### src/hw/rtl/binary_erode_dilate_window_macros.svh
// Assertion macros for the binary erode/dilate window block.
// Uses the clk and rst_n names of the including module; no other dependencies.
`ifndef BINARY_ERODE_DILATE_WINDOW_MACROS_SVH
`define BINARY_ERODE_DILATE_WINDOW_MACROS_SVH

`ifndef NO_ASSERTIONS

`define BEDW_CHECK(label, cond, msg) \
  label: assert property (@(posedge clk) disable iff (!rst_n) (cond)) else $error(msg);

`define BEDW_NEXT(label, ante, cons, msg) \
  label: assert property (@(posedge clk) disable iff (!rst_n) (ante) |=> (cons)) else $error(msg);

`else

`define BEDW_CHECK(label, cond, msg)

`define BEDW_NEXT(label, ante, cons, msg)

`endif

`endif

### src/hw/rtl/bedw_pkg.sv
// Shared constants, types and helper functions for the binary erode/dilate window.
// No dependencies.
package bedw_pkg;

  localparam int MAX_WIDTH  = 1024;
  localparam int MAX_WIN    = 15;
  localparam int MAX_HEIGHT = 1024;

  localparam int HALF_WIN = (MAX_WIN - 1) / 2;
  localparam int HW_W     = $clog2(HALF_WIN + 1);
  localparam int SPAN_W   = HW_W + 1;
  localparam int COL_W    = $clog2(MAX_WIDTH);
  localparam int ROW_W    = $clog2(MAX_HEIGHT);
  localparam int INROW_W  = $clog2(MAX_HEIGHT + MAX_WIN + 1);
  localparam int WDIM_W   = $clog2(MAX_WIDTH + 1);
  localparam int HDIM_W   = $clog2(MAX_HEIGHT + 1);
  localparam int LAG_W    = $clog2(HALF_WIN * MAX_WIDTH + HALF_WIN + 1);
  localparam int STORE_W  = MAX_WIN - 1;

  localparam int WSIZE_W     = 4;
  localparam int DIM_FIELD_W = 11;
  localparam int CFG_IDX_W   = 3;
  localparam int CFG_DATA_W  = 11;

  localparam logic [CFG_IDX_W-1:0] CFG_MODE       = 3'd0;
  localparam logic [CFG_IDX_W-1:0] CFG_WIN_WIDTH  = 3'd1;
  localparam logic [CFG_IDX_W-1:0] CFG_WIN_HEIGHT = 3'd2;
  localparam logic [CFG_IDX_W-1:0] CFG_IMG_WIDTH  = 3'd3;
  localparam logic [CFG_IDX_W-1:0] CFG_IMG_HEIGHT = 3'd4;

  localparam logic MODE_ERODE  = 1'b0;
  localparam logic MODE_DILATE = 1'b1;
  localparam logic KIND_PIXEL  = 1'b0;
  localparam logic KIND_FLUSH  = 1'b1;

  localparam int RST_WIN   = 3;
  localparam int RST_IMG_W = 640;
  localparam int RST_IMG_H = 480;

  typedef logic [MAX_WIN-1:0] column_t;

  typedef struct packed {
    column_t row_win;
    column_t row_sel;
    column_t col_win;
    column_t col_sel;
    logic    all_ok;
  } win_mask_t;

  // half of the odd window size: even sizes round down, zero acts as one
  function automatic logic [HW_W-1:0] half_size(input logic [WSIZE_W-1:0] size);
    logic [WSIZE_W-1:0] half;
    half = (size == '0) ? '0 : ((size - 1'b1) >> 1);
    if (int'(half) > HALF_WIN) half = WSIZE_W'(HALF_WIN);
    return half[HW_W-1:0];
  endfunction

  function automatic logic [WDIM_W-1:0] eff_width(input logic [DIM_FIELD_W-1:0] v);
    if (v == '0) return WDIM_W'(1);
    if (int'(v) > MAX_WIDTH) return WDIM_W'(MAX_WIDTH);
    return WDIM_W'(v);
  endfunction

  function automatic logic [HDIM_W-1:0] eff_height(input logic [DIM_FIELD_W-1:0] v);
    if (v == '0) return HDIM_W'(1);
    if (int'(v) > MAX_HEIGHT) return HDIM_W'(MAX_HEIGHT);
    return HDIM_W'(v);
  endfunction

endpackage

### src/hw/rtl/bedw_window.sv
// Window column registers and the erode/dilate reduction over them.
// Depends on bedw_pkg.
module bedw_window (
  input  logic                clk,
  input  logic                shift_en,
  input  bedw_pkg::column_t   col_in,
  input  bedw_pkg::win_mask_t mask_in,
  input  logic                mode,
  output logic                result
);
  import bedw_pkg::*;

  column_t   win_r [MAX_WIN];
  win_mask_t mask_r;
  column_t   col_and;
  column_t   col_any;
  logic      all_and;
  logic      any_or;

  // column 0 is the newest; row bit 0 is the newest row
  always_ff @(posedge clk) begin
    if (shift_en) begin
      win_r[0] <= col_in;
      for (int j = 1; j < MAX_WIN; j++) begin
        win_r[j] <= win_r[j-1];
      end
      mask_r <= mask_in;
    end
  end

  always_comb begin
    for (int j = 0; j < MAX_WIN; j++) begin
      col_and[j] = &(win_r[j] | ~mask_r.row_win);
      col_any[j] = |(win_r[j] & mask_r.row_sel);
    end
    all_and = &(col_and | ~mask_r.col_win);
    any_or  = |(col_any & mask_r.col_sel);
    result  = (mode == MODE_DILATE) ? any_or : (mask_r.all_ok && all_and);
  end

endmodule

### config.mk
export PLATFORM = sky130hd
export DESIGN_NAME = bedw_window
export DESIGN_NICKNAME = d
export VERILOG_FILES = /design/src/hw/rtl/binary_erode_dilate_window_macros.svh /design/src/hw/rtl/bedw_pkg.sv /design/src/hw/rtl/bedw_window.sv
export SDC_FILE = /design/constraint.sdc
export NUM_CORES = 1
export LEC_CHECK = 0
export BUFFER_PORTS_ARGS = -buffer_cell sky130_fd_sc_hd__buf_2
export CAP_MARGIN = 10
export CORE_MARGIN = 3
export CORE_UTILIZATION = 50
export CTS_CLUSTER_DIAMETER = 120
export DETAILED_ROUTE_END_ITERATION = 10
export GPL_TIMING_DRIVEN = 1
export PLACE_DENSITY_LB_ADDON = 0.25
export SYNTH_ARGS = -nofsm -noshare
export SYNTH_HDL_FRONTEND = slang
export SYNTH_SLANG_ARGS = --single-unit
### constraint.sdc
create_clock -name clk -period 3 [get_ports clk]
set_clock_uncertainty 0.1 [all_clocks]
set_input_delay 0.45 -clock clk [delete_from_list [all_inputs] [get_ports clk]]
set_output_delay 0.45 -clock clk [all_outputs]
set_load 0.02 [all_outputs]
==> results of run 1 <==
[through the flow]
| stage | cell area, sq um | instances | setup WS [ns] | hold slack (ns) |
|---|---|---|---|---|
| after floorplan | 11090 | 639 | 0.3607 | 0.3496 |
| after global placement | 12910 | 1103 | -0.5002 | 0.3610 |
| after detailed placement | 12910 | 1103 | -0.4851 | 0.3746 |
| after CTS | 14640 | 1235 | -0.6972 | 0.009167 |
| after global routing | 14650 | 1235 | -0.8107 | 0.01563 |
| final | 14650 | 1235 | -0.6972 | 0.03007 |
[state kept, by name (all words and copies together), names as in the netlist]
name    count
win_r     225
mask_r     61
[cells in the final DEF, fill, tap and decap left out, types with 16 or more instances in the layout]
master	synthesis	final
edfxtp_1	286	286
buf_4	4	130
buf_2	5	77
o22ai_1	74	74
dlygate4sd3_1	0	74
a22oi_1	63	63
clkbuf_16	0	31
nand3_1	18	18
buf_12	0	16
[power breakdown]
group	internal [mW]	switching [mW]	leakage [nW]	total, mW
logic	0.506	0.562	2.11	1.07
clock network	1.87	1.45	0.419	3.32
registers	4.70	0.242	2.80	4.94
total	7.08	2.26	5.33	9.33
[Yosys cell counts]
| library cell | count | area share, % |
|---|---|---|
| o41ai_1 | 9 | 0.71 |
| o22ai_2 | 1 | 0.11 |
| nand4_1 | 13 | 0.73 |
| a22o_1 | 15 | 1.2 |
| or4_4 | 4 | 0.41 |
| o21ai_0 | 6 | 0.27 |
| or4_1 | 12 | 0.81 |
| o41ai_2 | 6 | 0.88 |
| o21ai_1 | 3 | 0.14 |
| nor2_1 | 15 | 0.51 |
| clkinv_1 | 1 | 0.034 |
| o22ai_1 | 74 | 4.2 |
| edfxtp_1 | 286 | 77 |
| nand2_1 | 1 | 0.034 |
| buf_4 | 4 | 0.27 |
| and3_1 | 6 | 0.34 |
| buf_2 | 5 | 0.23 |
| a222oi_1 | 15 | 1.4 |
| o31ai_1 | 1 | 0.068 |
| a221oi_1 | 15 | 1.2 |
| nor2b_1 | 1 | 0.056 |
| clkbuf_1 | 15 | 0.51 |
| a22oi_1 | 63 | 4.3 |
| o22a_1 | 15 | 1.2 |
| inv_2 | 14 | 0.47 |
| o221ai_1 | 15 | 1.2 |
| buf_6 | 6 | 0.61 |
| nand3_1 | 18 | 0.81 |
[worst max-delay path: stages, from the launching register on]
cell and delay, ns:
edfxtp_1 0.41, inv_4 0.15, buf_12 0.14, o22ai_1 0.08, or4_4 0.44, o41ai_4 0.32, buf_4 0.18, nand4_1 0.09
or4_4 0.55, nand2_2 0.10, buf_6 0.11
[cells by family after synthesis]
logic type / share of synthesized area, %
DFF: 77.46
and+or+nand+nor: 3.702
AOI/OAI and AO/OA: 16.71
buffers and inverters: 2.122
[final cells by class]
type / count / area, sq um / area share, %
Sequential cell: 286 / 8588 / 58.63
Timing Repair Buffer: 299 / 2449 / 16.72
Multi-Input combinational cell: 308 / 2337 / 15.96
Clock buffer: 41 / 813.3 / 5.552
Tap cell: 275 / 344.1 / 2.349
Inverter: 15 / 66.31 / 0.4527
Clock inverter: 11 / 50.05 / 0.3417
[per-layer routing]
| layer | GRT usage (%) | up-vias | part of all wire (%) | routed length (um) |
|---|---|---|---|---|
| li1 | - | 3425 | - | - |
| met1 | 38.47 | 4036 | 33 | 12430 |
| met2 | 49.31 | 875 | 47 | 17470 |
| met3 | 7.232 | 232 | 13 | 4798 |
| met4 | 18.42 | 2 | 7.5 | 2810 |
| met5 | 0 | - | 0.040 | 15 |
[worst paths after layout]
kind	from	end	slack [ns]	depth (start not counted)
setup / recovery	mask_r[47]	result	-0.70	10
hold / removal	mask_in[59]	mask_r[59]	0.03	1
setup reg to reg	win_r[0][93]	win_r[0][108]	1.98	1
hold reg to reg	win_r[1][9]	win_r[1][24]	0.39	0
[what timing repair did]
action | in CTS | in global routing
setup endpoints to repair | 1 | 1
resized for setup | 15 | 2
hold buffers | 74 | 0
pin swaps | 1 | 0
hold endpoints to repair | 74 | 0
buffers inserted | 6 | 0
==> flow_summary.toml, run 1 <==
[power_and_ir_drop]
power_mw = 9.335
ir_drop_v = 0.0005170
leakage_nw = 5.327
p_per_area_mw_per_mm2 = 637.3

[synth]
ys_ff_latch = 286
synth_warnings = 0
syn_nets = 718
yosysSeqAreaShare_pct = 77.46
syn_inst = 639
syn-cell-area_sq_mm = 0.01109
synthDistinctLibCells = 28
avgSynthCellArea_sq_um = 17.35

[outcome]
status = "complete, but fails checks"
violations = "negative setup slack"

[clock_tree]
clock_latency_ns = 0.56
cts_made_buffers = 30
cts_tree = "yes"
path_clk_slew_ns = 0.07
clockBufferDepth = 3
htree_levels = 1
clkSinkCount = 286
cts_root_buffer = "clkbuf_16"

[critical_path]
crit_arrival_ns = 3.15
worstSetupEndpointType = "output port"
path_max_fanout = 7
crit_type = "reg -> out"
crit_path_start_kind = "flop"
cp.required_ns = 2.45

[timing]
setup_tns_ns = -0.6972
max_slew.worst_pin.slew_ns = 0.5789
maxSlewViolCount = 0
setup_slack_ns = -0.6972
rsz0062_at_grt = "true"
finalSetupViolCount = 1
min_period_over_period_pct = 123.2
timing.fmax_mhz = 270.5
hold_viol = 0
max-slew-margin-rel_pct = 61.41
fin_crit_ns = 3.697

[die]
dieArea_sq_mm = 0.02400
die-width_um = 154.9
die_h_um = 154.9
rows = 53
num_io_pins = 80
core_area_sq_mm = 0.02142
initial_core_util_pct = 51.76

[finish]
drive_gt1_share_pct = 30.73
num-nets-final = 1019
syn_to_final_growth_pct = 32.12
n_antenna_cell = 0
nFillCells = 1438
final_core_util_pct = 68.39

[global_route]
gr-total-overflow = 0
grt_max_degree = 71
grt_pass1_wl_um = 54420
antenna_found_initial = 1
grt_pass1_vias = 8741
grt_usage_pct = 30.81

[drt]
drtPass1Iterations = 8
via_count = 8570
routedWlPerCell_um = 30.39
drt_iter0_markers = 1656
drt_wl_total_um = 37530
via_per_inst = 6.939
drc = 0
ant_nets = 0

[worst_hold_path]
min_path_type = "in -> reg"

[placement]
gp_congestion = 1.074
place_hpwl_um = 25860
port_buffers = 79

[job]
maxCapViolations = 0
(Power assumes the default switching activity.)
==> inputs of run 2 (changes only) <==
==> constraint.sdc (replaced) <==
create_clock -name clk -period 4.4 [get_ports clk]
set_clock_uncertainty 0.1 [all_clocks]
set_input_delay 0.66 -clock clk [delete_from_list [all_inputs] [get_ports clk]]
set_output_delay 0.66 -clock clk [all_outputs]
set_load 0.02 [all_outputs]
==> run 2 against run 1 <==
The flow now finishes without violations. Register-to-register slack gained 1.5 ns. Sequential power shrank 31%. Sequential cell count stayed put. Critical path depth down 2. Routed wire length is 10% lower. Critical path type unchanged. Critical endpoint unchanged. Largest cell class unchanged. Highest routed layer is now met4.
==> flow_summary.toml, run 2 (synthesized netlist as in run 1, its figures left out) <==
[clock_tree]
post-cts-setup-buffers = 0
htree_levels = 1
path_clk_slew_ns = 0.06
cts_hold_buffers = 0
clockBufferDepth = 3
cts_root_buffer = "clkbuf_16"
clock_latency_ns = 0.55
cts_tree = "yes"
cts_made_buffers = 29
clkSinkCount = 286

[finish]
n_antenna_cell = 0
layout_commonest_cell = "edfxtp_1"
reg_top3 = "win_r x225, mask_r x61"
final_cells = 1031
largest-register = "win_r"
drive_gt1_share_pct = 21.83
final_cell_mix = "286 x edfxtp_1, 78 x buf_2, 74 x o22ai_1"
largest_reg_flops = 225
num-nets-final = 812
syn_to_final_growth_pct = 15.34

[critical_path]
crit_family = "simple AND/OR/NAND/NOR gates"
cp_slowest_stage_delay_ns = 0.64
crit_path_start_kind = "flop"
cp.required_ns = 3.64
crit_chain = "inv_2, o22ai_1, or4_4, o41ai_1, nand4_1, or4_1, nand2_1, buf_2"
path_max_fanout = 15
cp_slowest_cell = "or4_1"
crit_type = "reg -> out"
critPathBufInv = 2
path_depth = 8
r2r_start = "win_r[0][51]"
rr_worst_depth = 0
reg2reg_slack_ns = 3.49
crit_path_end = "result"
worstSetupEndpointType = "output port"
timing.rr.end = "win_r[0][66]"
critPathLaunch = "mask_r[51]"
crit_arrival_ns = 3.58

[die]
initial_core_util_pct = 51.76
die-width_um = 154.9
rows = 53
die_h_um = 154.9
num_io_pins = 80
dieArea_sq_mm = 0.02400
core_area_sq_mm = 0.02142

[timing]
whs_ns = 0.1855
fin_crit_ns = 4.339
max-slew-margin-rel_pct = 36.59
finalSetupViolCount = 0
setup_tns_ns = 0
setup_slack_ns = 0.06092
min_period_over_period_pct = 98.62
timing.fmax_mhz = 230.5
hold_viol = 0
maxSlewViolCount = 0
max_slew.worst_pin.slew_ns = 0.9511
rsz0062_at_grt = "false"

[global_route]
grt_pass1_vias = 7425
grt.met1_usage_pct = 36.86
grtUsageMet2_pct = 42.70
grt_pass1_wl_um = 48900
grt_max_degree = 116
gr-total-overflow = 0
grt_usage_pct = 27.52
antenna_found_initial = 0
grt_use_met3_pct = 5.897
grt_busiest_layer = "met2"

[drt]
ant_nets = 0
drt_wl_total_um = 33600
drt_iter0_markers = 1605
via_count = 7667
routedWlPerCell_um = 32.59
drc = 0
via_per_inst = 7.436
drtPass1Iterations = 9

[placement]
port_buffers = 79
dp_slack_ns = 0.4899
place_hpwl_um = 22010
dp.cells = 977
gp_congestion = 1.007

[outcome]
status = "finished, final reports clean"

[power_and_ir_drop]
p_per_area_mw_per_mm2 = 499.2
power_mw = 6.384
ir_drop_v = 0.0003296
leakage_nw = 4.352

[job]
maxCapViolations = 0

[worst_hold_path]
min_path_type = "in -> reg"
==> run 2: cell count changes in the layout (fill, tap and decap cells not counted), sizes merged <==
cell / change
buf: -132
bufinv: +5
clkbuf: -7
clkinvlp: +1
dlygate4sd3: -74
inv: +3
==> run 2: how the worst min path moves through the flow <==
stage | start | endpoint | depth (start not counted)
floorplan | win_r[0][113] | win_r[1][8] | 0
global placement | win_r[1][29] | win_r[1][44] | 0
detailed placement | win_r[1][9] | win_r[1][24] | 0
CTS | mask_in[47] | mask_r[47] | 1
global route | mask_in[47] | mask_r[47] | 1
finish | mask_in[3] | mask_r[3] | 1
==> run 2: timing repair <==
item | CTS | global route
resized for setup | 1 | 1
setup endpoints to repair | 1 | 1
cloned | 0 | 0
==> run 2: metal layers <==
| metal | part of all wire [%] | vias up |
|---|---|---|
| met3 | 12 | 211 |
| met4 | 7.1 | 0 |
| met5 | 0 | - |
| met1 | 35 | 3632 |
| met2 | 45 | 819 |
| li1 | - | 3005 |
==> run 2: where the power goes <==
group	total (mW)	internal (mW)	switching [mW]
Clock	2.53	1.51	1.02
Combinational	0.433	0.171	0.263
Sequential	3.42	3.21	0.215
==> run 2: final cells by class <==
type,count,area (sq um)
fillers,1577,8632
clock buffers,34,744.5
clock inverters,20,240.2
inverters,15,56.30
multi-input cells,308,2278
well taps,275,344.1
flip-flops and latches,286,8588
repair buffers,93,535.5
==> run 2: through the flow <==
stage	utilization, %	cell area, sq um
after floorplan	-	11090
final	59.70	12790
after CTS	59.66	12780
after detailed placement	55.03	11790
after global placement	55.03	11790
after global routing	59.70	12790
